### src/rtl/ivt_pkg.sv
// Types and codes for the vector table: request/response words, operation
// and status codes, sequencer states. No dependencies.
package ivt_pkg;

	// operation codes
	localparam logic [2:0] FN_APPEND = 3'd0;
	localparam logic [2:0] FN_SET    = 3'd1;
	localparam logic [2:0] FN_GET    = 3'd2;
	localparam logic [2:0] FN_DELETE = 3'd3;
	localparam logic [2:0] FN_SEARCH = 3'd4;
	localparam logic [2:0] FN_COUNT  = 3'd5;

	// status codes
	localparam logic [1:0] ST_OK        = 2'd0;
	localparam logic [1:0] ST_BAD_INDEX = 2'd1;
	localparam logic [1:0] ST_FULL      = 2'd2;

	// request word
	typedef struct packed {
		logic [2:0]         func;
		logic [5:0]         index;
		logic signed [31:0] value;
	} req_t;

	// response word
	typedef struct packed {
		logic [1:0]         status;
		logic signed [31:0] data;
		logic               found;
		logic [5:0]         position;
		logic [6:0]         count;
	} rsp_t;

	// sequencer states
	typedef enum logic [2:0] {
		S_IDLE,
		S_GET,
		S_DEL,
		S_SRCH,
		S_DONE
	} state_t;

endpackage

### src/rtl/ivt_store.sv
// Entry storage of the vector table: one write port, one registered read port.
// No package dependency.
module ivt_store #(
	parameter int DEPTH = 64,
	localparam int AW = (DEPTH > 1) ? $clog2(DEPTH) : 1
) (
	input  logic          clk,
	input  logic          we,
	input  logic [AW-1:0] waddr,
	input  logic [31:0]   wdata,
	input  logic [AW-1:0] raddr,
	output logic [31:0]   rdata
);

	logic [31:0] mem [DEPTH];
	logic [31:0] rdata_q;

	// write port
	always_ff @(posedge clk) begin
		if (we) begin
			mem[waddr] <= wdata;
		end
	end

	// registered read, old data on a same-address collision
	always_ff @(posedge clk) begin
		rdata_q <= mem[raddr];
	end

	assign rdata = rdata_q;

endmodule

### src/rtl/int_vector_table.sv
// Vector table top: sequencer around ivt_store; uses ivt_pkg.
// Append, set, count and bad-index requests go straight to the done state;
// get reads in S_GET, delete shifts entries down in S_DEL, search scans in S_SRCH.
// One request at a time, set by the single memory read port walked by the
// shared compare/increment unit; ready again in the cycle the response loads.
// Reset (arst_n low, async) empties the table; entry contents are not cleared.
module int_vector_table #(
	parameter int CAPACITY = 64
) (
	input  logic          clk,
	input  logic          arst_n,
	input  logic          req_valid,
	output logic          req_ready,
	input  ivt_pkg::req_t req,
	output logic          rsp_valid,
	input  logic          rsp_ready,
	output ivt_pkg::rsp_t rsp
);
	import ivt_pkg::*;

	localparam int AW = (CAPACITY > 1) ? $clog2(CAPACITY) : 1;
	localparam int FW = $clog2(CAPACITY + 1);
	localparam int CW = (FW > 6) ? FW : 6;

	state_t        state_q, state_d;
	logic [AW-1:0] ptr_q, ptr_d;
	logic [FW-1:0] fill_q, fill_d;
	req_t          req_q;
	rsp_t          res_q, res_d;
	rsp_t          rsp_q;
	logic          rsp_valid_q;

	logic          mem_we;
	logic [AW-1:0] mem_waddr;
	logic [31:0]   mem_wdata;
	logic [AW-1:0] mem_raddr;
	logic [31:0]   mem_rdata;

	logic          acc;
	logic          idx_ok;
	logic          full;
	logic [FW-1:0] nxt;
	logic          more;
	logic          hit;
	logic          out_free;
	logic [CW-1:0] idx_ext;

	ivt_store #(.DEPTH(CAPACITY)) u_store (
		.clk   (clk),
		.we    (mem_we),
		.waddr (mem_waddr),
		.wdata (mem_wdata),
		.raddr (mem_raddr),
		.rdata (mem_rdata)
	);

	// handshake signals and the shared compare and increment unit
	assign req_ready = (state_q == S_IDLE);
	assign acc       = req_valid && req_ready;
	assign idx_ext   = CW'(req.index);
	assign idx_ok    = idx_ext < CW'(fill_q);
	assign full      = (fill_q == FW'(CAPACITY));
	assign nxt       = FW'(ptr_q) + FW'(1);
	assign more      = nxt < fill_q;
	assign hit       = (mem_rdata == req_q.value);
	assign out_free  = !rsp_valid_q || rsp_ready;

	// next state
	always_comb begin
		state_d = state_q;
		case (state_q)
			S_IDLE: begin
				if (acc) begin
					case (req.func)
						FN_GET:    state_d = idx_ok ? S_GET : S_DONE;
						FN_DELETE: state_d = idx_ok ? S_DEL : S_DONE;
						FN_SEARCH: state_d = (fill_q != '0) ? S_SRCH : S_DONE;
						default:   state_d = S_DONE;
					endcase
				end
			end
			S_GET:  state_d = S_DONE;
			S_DEL:  state_d = more ? S_DEL : S_DONE;
			S_SRCH: state_d = (hit || !more) ? S_DONE : S_SRCH;
			S_DONE: state_d = out_free ? S_IDLE : S_DONE;
			default: state_d = S_IDLE;
		endcase
	end

	// datapath control
	always_comb begin
		mem_we    = 1'b0;
		mem_waddr = ptr_q;
		mem_wdata = '0;
		mem_raddr = ptr_q;
		fill_d    = fill_q;
		ptr_d     = ptr_q;
		res_d     = res_q;
		case (state_q)
			S_IDLE: begin
				mem_raddr = AW'(idx_ext);
				if (acc) begin
					res_d        = '0;
					res_d.status = ST_OK;
					case (req.func)
						FN_APPEND: begin
							if (full) begin
								res_d.status = ST_FULL;
							end else begin
								mem_we    = 1'b1;
								mem_waddr = AW'(fill_q);
								mem_wdata = req.value;
								fill_d    = fill_q + FW'(1);
							end
						end
						FN_SET: begin
							if (idx_ok) begin
								mem_we    = 1'b1;
								mem_waddr = AW'(idx_ext);
								mem_wdata = req.value;
							end else begin
								res_d.status = ST_BAD_INDEX;
							end
						end
						FN_GET: begin
							if (!idx_ok) res_d.status = ST_BAD_INDEX;
						end
						FN_DELETE: begin
							// prefetch the entry that moves into the deleted slot
							mem_raddr = AW'(idx_ext + CW'(1));
							ptr_d     = AW'(idx_ext);
							if (!idx_ok) res_d.status = ST_BAD_INDEX;
						end
						FN_SEARCH: begin
							mem_raddr = '0;
							ptr_d     = '0;
						end
						default: ;
					endcase
				end
			end
			S_GET: begin
				res_d.data = mem_rdata;
			end
			S_DEL: begin
				// move entry ptr+1 down to ptr, clear the last slot at the end
				mem_we    = 1'b1;
				mem_waddr = ptr_q;
				if (more) begin
					mem_wdata = mem_rdata;
					mem_raddr = AW'(nxt + FW'(1));
					ptr_d     = AW'(nxt);
				end else begin
					mem_wdata = '0;
					fill_d    = fill_q - FW'(1);
				end
			end
			S_SRCH: begin
				if (hit) begin
					res_d.found    = 1'b1;
					res_d.position = 6'(ptr_q);
				end else if (more) begin
					mem_raddr = AW'(nxt);
					ptr_d     = AW'(nxt);
				end
			end
			default: ;
		endcase
		// count tracks the fill level after this cycle
		res_d.count = 7'(fill_d);
	end

	// control registers
	always_ff @(posedge clk or negedge arst_n) begin
		if (!arst_n) begin
			state_q     <= S_IDLE;
			ptr_q       <= '0;
			fill_q      <= '0;
			rsp_valid_q <= 1'b0;
		end else begin
			state_q <= state_d;
			ptr_q   <= ptr_d;
			fill_q  <= fill_d;
			if (state_q == S_DONE && out_free) begin
				rsp_valid_q <= 1'b1;
			end else if (rsp_ready) begin
				rsp_valid_q <= 1'b0;
			end
		end
	end

	// payload registers
	always_ff @(posedge clk) begin
		res_q <= res_d;
		if (acc) begin
			req_q <= req;
		end
		if (state_q == S_DONE && out_free) begin
			rsp_q <= res_q;
		end
	end

	assign rsp_valid = rsp_valid_q;
	assign rsp       = rsp_q;

endmodule

### config.mk
export PLATFORM = sky130hd
export DESIGN_NAME = int_vector_table
export DESIGN_NICKNAME = d
export VERILOG_FILES = /design/src/rtl/ivt_pkg.sv /design/src/rtl/ivt_store.sv /design/src/rtl/int_vector_table.sv
export SDC_FILE = /design/constraint.sdc
export NUM_CORES = 2
export LEC_CHECK = 0
export BUFFER_PORTS_ARGS = -buffer_cell sky130_fd_sc_hd__clkbuf_2
export CORE_ASPECT_RATIO = 1.25
export CORE_UTILIZATION = 47
export DETAILED_ROUTE_END_ITERATION = 12
export PLACE_DENSITY = 0.67
export SLEW_MARGIN = 40
export SYNTH_ARGS = -nofsm -noshare
export SYNTH_HDL_FRONTEND = slang
export SYNTH_HIERARCHICAL = 1
export SYNTH_SLANG_ARGS = --single-unit
export TNS_END_PERCENT = 5
### constraint.sdc
create_clock -name clk -period 6.8 [get_ports clk]
set_clock_uncertainty 0.15 [all_clocks]
set_input_delay 1.36 -clock clk [delete_from_list [all_inputs] [get_ports clk]]
set_output_delay 1.36 -clock clk [all_outputs]
set_load 0.05 [all_outputs]
Yosys cells after proc, flatten, opt, wreduce, memory -nomap -nowiden

Memories as Yosys holds them, arrays and structs flattened. A register that Yosys moved wholly into a read port is not among the register bits.
Cells that the tools add are included.

$add $sub $neg: 5
Multiply operators: 0
Divide/modulo/power cells: 0
Magnitude comparators: 2
Eq/ne operators: 13
Shift operators: 0
Mux-type cells: 50
Bitwise operators: 0
Reductions and logical operators: 18

Operators with widths:

| operator                                         | count |
|---|---|
| one-hot mux 32 bit (2 select lines)              | 3 |
| 2-to-1 mux 32 bit                                | 4 |
| 2-to-1 mux 6 bit                                 | 9 |
| 2-to-1 mux 46 bit                                | 1 |
| one-hot mux 6 bit (2 select lines)               | 3 |
| one-hot mux 6 bit (3 select lines)               | 2 |
| 2-to-1 mux 7 bit                                 | 5 |
| == test 32 bit                                   | 1 |
| one-hot mux 7 bit (2 select lines)               | 2 |
| 2-to-1 mux 3 bit                                 | 7 |
| one-hot mux 3 bit (5 select lines)               | 1 |
| adder 6 x 1 -> 6 bit, second input constant      | 2 |
| == test 3 x 2 -> 1 bit, second input constant    | 4 |
| one-hot mux 3 bit (3 select lines)               | 1 |
| 2-to-1 mux 1 bit                                 | 8 |
| adder 6 x 1 -> 7 bit, second input constant      | 1 |
| adder 7 x 1 -> 7 bit, second input constant      | 1 |
| == test 7 bit, second input constant             | 1 |
| less-than comparator 6 x 7 -> 1 bit              | 1 |
| less-than comparator 7 bit                       | 1 |
| nonzero test 7 bit                               | 1 |
| subtractor 7 x 1 -> 7 bit, second input constant | 1 |
| == test 3 x 1 -> 1 bit, second input constant    | 2 |
| == test 3 bit, second input constant             | 2 |
| 15 further kinds                                 | 24 |

Flip-flop bits (word level): 145
Bits in latches: 0
RAM bits: 2048
Memory bits (read-only): 0
Input port bits: 45
Output and inout bits: 50
Memories kept: 1

Memories:

| memory      | words | width | rd ports | clocked after Yosys merged registers in | write ports | line            | text |
|---|---|---|---|---|---|---|---|
| u_store.mem | 64    | 32    | 1        | 1                                       | 1           | ivt_store.sv:15 | `logic [31:0] mem [DEPTH];` |

Depth between registers and ports, before layout

Depth in word-level cells: 7
Mapped depth: 21
Mapped depth without buffers: 15

By module

The synthesis kept the hierarchy.

By module, submodules not included:

| module           | instances | cells an instance | area an instance (µm²) |
|---|---|---|---|
| ivt_store        | 1         | 3324              | 78515.3 |
| int_vector_table | 1         | 613               | 7292.0 |

Least setup slack after synthesis

OpenSTA, ideal clock, no wires.

Path type: in2reg
Start point: input port req[36] (netlist name)
End point: memory u_store.mem[49][0] (enable)
Library setup time: 461 ps
Arrival time: 5550 ps
Data required time: 6189 ps
Path slack: 639 ps
Cell stages on the path: 13
Path buffers: 3
Path through: ha_1 > a21o_1 > a21oi_1 > nor2_1 > a211oi_2 > o21ba_4 > buf_6 > buf_6 > o22ai_1 > clkbuf_1 > nor2b_1 > nand4_1 > nor3_1

Elaborated cells between the ends (all ways): 11
Classes of those cells: order compare (1); mux (10)

RTL lines:

| what                                | line                    | text |
|---|---|---|
| start, declared                     | int_vector_table.sv:14  | `input ivt_pkg::req_t req,` |
| less-than comparator 6 x 7 -> 1 bit | int_vector_table.sv:61  | `assign idx_ok = idx_ext < CW'(fill_q);` |
| 2-to-1 mux 6 bit                    | int_vector_table.sv:117 | `if (idx_ok) begin` |
| one-hot mux 6 bit (2 select lines)  | int_vector_table.sv:105 | `case (req.func)` |
| 2-to-1 mux 6 bit                    | int_vector_table.sv:102 | `if (acc) begin` |
| 2-to-1 mux 6 bit                    | int_vector_table.sv:99  | `case (state_q)` |
| via mem_waddr[3]                    | int_vector_table.sv:34  | `logic [AW-1:0] mem_waddr;` |
| end, declared                       | ivt_store.sv:15         |  |

The timed path passes the listed nets, and every way through them passes these cells.

Final worst setup path

Start point: register ptr_q[0]
End point: register u_store.rdata_q[7] (netlist: u_store/rdata[7]) (read register of u_store.mem)

Cells in the longest elaborated chain, start to end: 5
Elaborated cells between the ends (all ways): 7
Classes of those cells: add/sub (2); order compare (1); mux (4)

RTL lines:

| what                                   | line                    | text |
|---|---|---|
| start, declared                        | int_vector_table.sv:26  | `logic [AW-1:0] ptr_q, ptr_d;` |
| start signal, assigned                 | int_vector_table.sv:182 | `ptr_q <= ptr_d;` |
| adder 6 x 1 -> 7 bit (*)               | int_vector_table.sv:63  | `assign nxt = FW'(ptr_q) + FW'(1);` |
| less-than comparator 7 bit             | int_vector_table.sv:64  | `assign more = nxt < fill_q;` |
| 2-to-1 mux 6 bit                       | int_vector_table.sv:162 | `end else if (more) begin` |
| 2-to-1 mux 6 bit                       | --                      |  |
| one-hot mux 6 bit (3 select lines) (*) | int_vector_table.sv:99  |  |
| via mem_raddr[1]                       | int_vector_table.sv:36  | `logic [AW-1:0] mem_raddr;` |
| end, declared                          | ivt_store.sv:16         | `logic [31:0] rdata_q;` |

The timed path passes the listed nets; every way through them passes the cells marked *.
A chain may end at the register's enable or synchronous reset.

==> run_results.csv <==
group,metric,value,unit
timing,fmax,0.1566,GHz
clocking,cts_sinks,2225,
timing,fin_crit_sh,93.89,%
pwr,ir_worst_vdd,0.3140,mV
timing,fin_hold_ws,253.8,ps
yosys,syn-cell-area,85810,um2
clocking,root_buffer,"clkbuf_16",
setup_path,cp_slowest_cell,"buf_4",
yosys,avgSynthCellArea,21.80,um2
finish,final_common_cell,"edfxtp_1",
placement,hpwl,128800,um
yosys,synth.distinct_cells,81,
clocking,cts_resized,0,
yosys,async_flop_share,0.7640,%
clocking,post_cts_buffers,0,
routing,first_pass_iters,8,
die,start_util,47.54,%
job,cap_violations,0,
routing,first_iter_violations,4385,
grt,grt_pass1_vias,42390,
min_path,hp-start,"res_q[0]",
setup_path,critical_path_arrival,6920,ps
placement,portBuffers,94,
yosys,ys_ff_latch,2225,
setup_path,cpPeakStageDelay,640,ps
clocking,cts_buffer_depth,3,
placement,gp_congestion,0.9504,
clocking,clk_pin_slew,70,ps
pwr,p_leak,31.05,nW
setup_path,reg2reg_to,"u_store/rdata[7]",
setup_path,path_cells,"ha_1, nand3_1, xnor2_1, ha_1, a211oi_1, o21bai_1, or2_2, a21oi_1, o21ai_0, a221oi_4, buf_12, buf_4, mux4_2, mux4_2, o22ai_1, nor2_1",
grt,grt_start_max_net_pins,66,
pwr,p_per_area,471.0,nW/um2
run_status,status,"finished clean",
finish,ff_latch_area,66340,um2
grt,grt_overflow,0,
finish,layout.nets,4285,
setup_path,crit_path_end_kind,"register",
timing,relSlewSlack,42.88,%
die,num_rows,174,
yosys,syn_nets,3998,
timing,setup_tns,0,ps
clocking,cts_tree,"yes",
finish,multiInputGateArea,19100,um2
setup_path,critPathLaunchType,"register",
routing,vias_per_cell,6.232,
die,die_h,479.7,um
timing,tightest_slew,854.0,ps
yosys,netlist_top_cells_area,"edfxtp_1 (76%), mux4_2 (14%), mux2i_1 (1.1%)",
timing,setup-violations-final,0,
timing,maxSlewViolCount,0,
clocking,clock_latency,840,ps
setup_path,r2r-start,"ptr_q[0]",
setup_path,path_buf_inv,2,
routing,vias,42190,
placement,place_ws,598.1,ps
die,die_area,184300,um2
setup_path,r2r_cells,16,
setup_path,worst-path-max-fanout,50,
yosys,ys_warn_count,6,
timing,hold_viol_final,0,
yosys,synth_top_area_share,75.91,%
finish,n_fill_cell,13350,
setup_path,cp_top_family,"compound AO/OA/AOI/OAI gates",
routing,drc_errors,0,
clocking,postCtsHoldBufs,0,
routing,ant_nets,0,
yosys,syn_inst,3937,
grt,antenna_found_initial,10,
min_path,holdPathStages,0,
timing,rsz0062_at_grt,"no",
pwr,report.power.total,0.04587,W
grt,track_usage,23.32,%
yosys,seq_area_frac_synth,77.31,%
yosys,synth_ff_type,"edfxtp_1",
clocking,htree_num_levels,4,
setup_path,ff2ff_setup_slack,420,ps
min_path,hold_path_class,"reg -> reg",
routing,drt-total-wl,212700,um
finish,final_cell_mix,"edfxtp_1 (2169), mux4_2 (544), clkbuf_16 (194), buf_4 (165), nor2_1 (113)",
clocking,cts_buffers,192,
setup_path,path_class,"reg -> reg",
die,io_pins,95,
grt,grt_pass1_wl,305900,um
timing,finalWorstSetupSlack,415.3,ps
yosys,yosys.area.top_type,"edfxtp_1",
timing,fin_crit,6385,ps
die,die_x,384.2,um
die,coreArea,180500,um2
yosys,synth_edf_count,2169,
setup_path,worstPathRequired,7340,ps
min_path,holdPathEnd,"rsp[0]",
routing,wl_per_cell,31.42,um
finish,area_delta_synth_final,13.50,%
finish,layout-drive-gt1-share,28.77,%
-- kinds of logic (layout without fill, tap and decap cells) --
group,Yosys count,in the layout,share of synthesized area (%)
compound gates,376,376,2.992
xor+xnor,42,42,0.4287
fa+ha+maj,16,16,0.2333
buf+inv,241,691,1.340
flops,2225,2225,77.31
mux,640,640,15.40
other cells,0,6,0
simple gates,397,397,2.295
-- sequential cells by signal, summed over array words and instances, names as in the netlist, 3 cells and up --
register       cells
rsp               48
ptr_q              6
fill_q             7
u_store/mem     2048
u_store/rdata     32
state_q            3
req_q             32
res_q             48
-- metrics by stage --
stage	util (%)	area [um2]	std cells
final	53.96	97390	6769
after global routing	53.96	97390	6768
after CTS	53.91	97290	6758
after detailed placement	50.46	91060	6401
after global placement	50.36	90900	6401
after floorplan	-	85810	3937
-- layer usage --
layer,track usage [%],wire length [um],vias up
li1,-,-,17190
met5,0,13,-
met3,3.500,15490,347
met2,39.09,107700,1924
met1,31.12,82160,22730
met4,8.331,7350,2
-- final cells by class --
class | instances | area share, %
Timing Repair Buffer | 308 | 2.706
Multi-Input combinational cell | 1471 | 19.62
Clock buffer | 248 | 5.285
Tap cell | 2376 | 3.052
Antenna cell | 6 | 0.01542
Sequential cell | 2225 | 68.12
Inverter | 26 | 0.1015
Clock inverter | 109 | 1.107
-- cells in the mapped netlist, types with 13 or more instances --
| cell | n |
|---|---|
| a21oi_1 | 88 |
| a22o_1 | 34 |
| a22oi_1 | 16 |
| and2_1 | 35 |
| buf_1 | 21 |
| buf_2 | 66 |
| buf_4 | 27 |
| clkbuf_1 | 93 |
| dfrtp_1 | 17 |
| dfxtp_1 | 39 |
| edfxtp_1 | 2169 |
| ha_1 | 16 |
| inv_1 | 22 |
| mux2i_1 | 95 |
| mux4_2 | 544 |
| nand2_1 | 48 |
| nand2b_1 | 13 |
| nand3_1 | 16 |
| nor2_1 | 176 |
| nor2b_1 | 19 |
| nor3_1 | 19 |
| o21ai_0 | 25 |
| o221ai_1 | 30 |
| o22ai_1 | 93 |
| xor2_1 | 33 |
-- power by group --
part	total, W	leakage [nW]	internal, W	switching [W]
registers	0.0172	20.6	0.0167	0.000532
clock network	0.0109	3.06	0.00605	0.00486
logic	0.0178	7.37	0.00730	0.0105
total	0.0459	31.0	0.0300	0.0159
-- worst max-delay path by stage --
stage                   from            endpoint  slack [ps]  cells past startpoint
global route        ptr_q[0]    u_store/rdata[7]         130                     16
detailed placement  ptr_q[0]    u_store/rdata[7]         600                     16
global placement    ptr_q[0]    u_store/rdata[0]         370                     16
floorplan            req[36]  u_store/mem[49][0]         640                     13
CTS                 ptr_q[0]    u_store/rdata[7]         500                     16
finish              ptr_q[0]    u_store/rdata[7]         420                     16
Power figures use the tool's default switching activity.
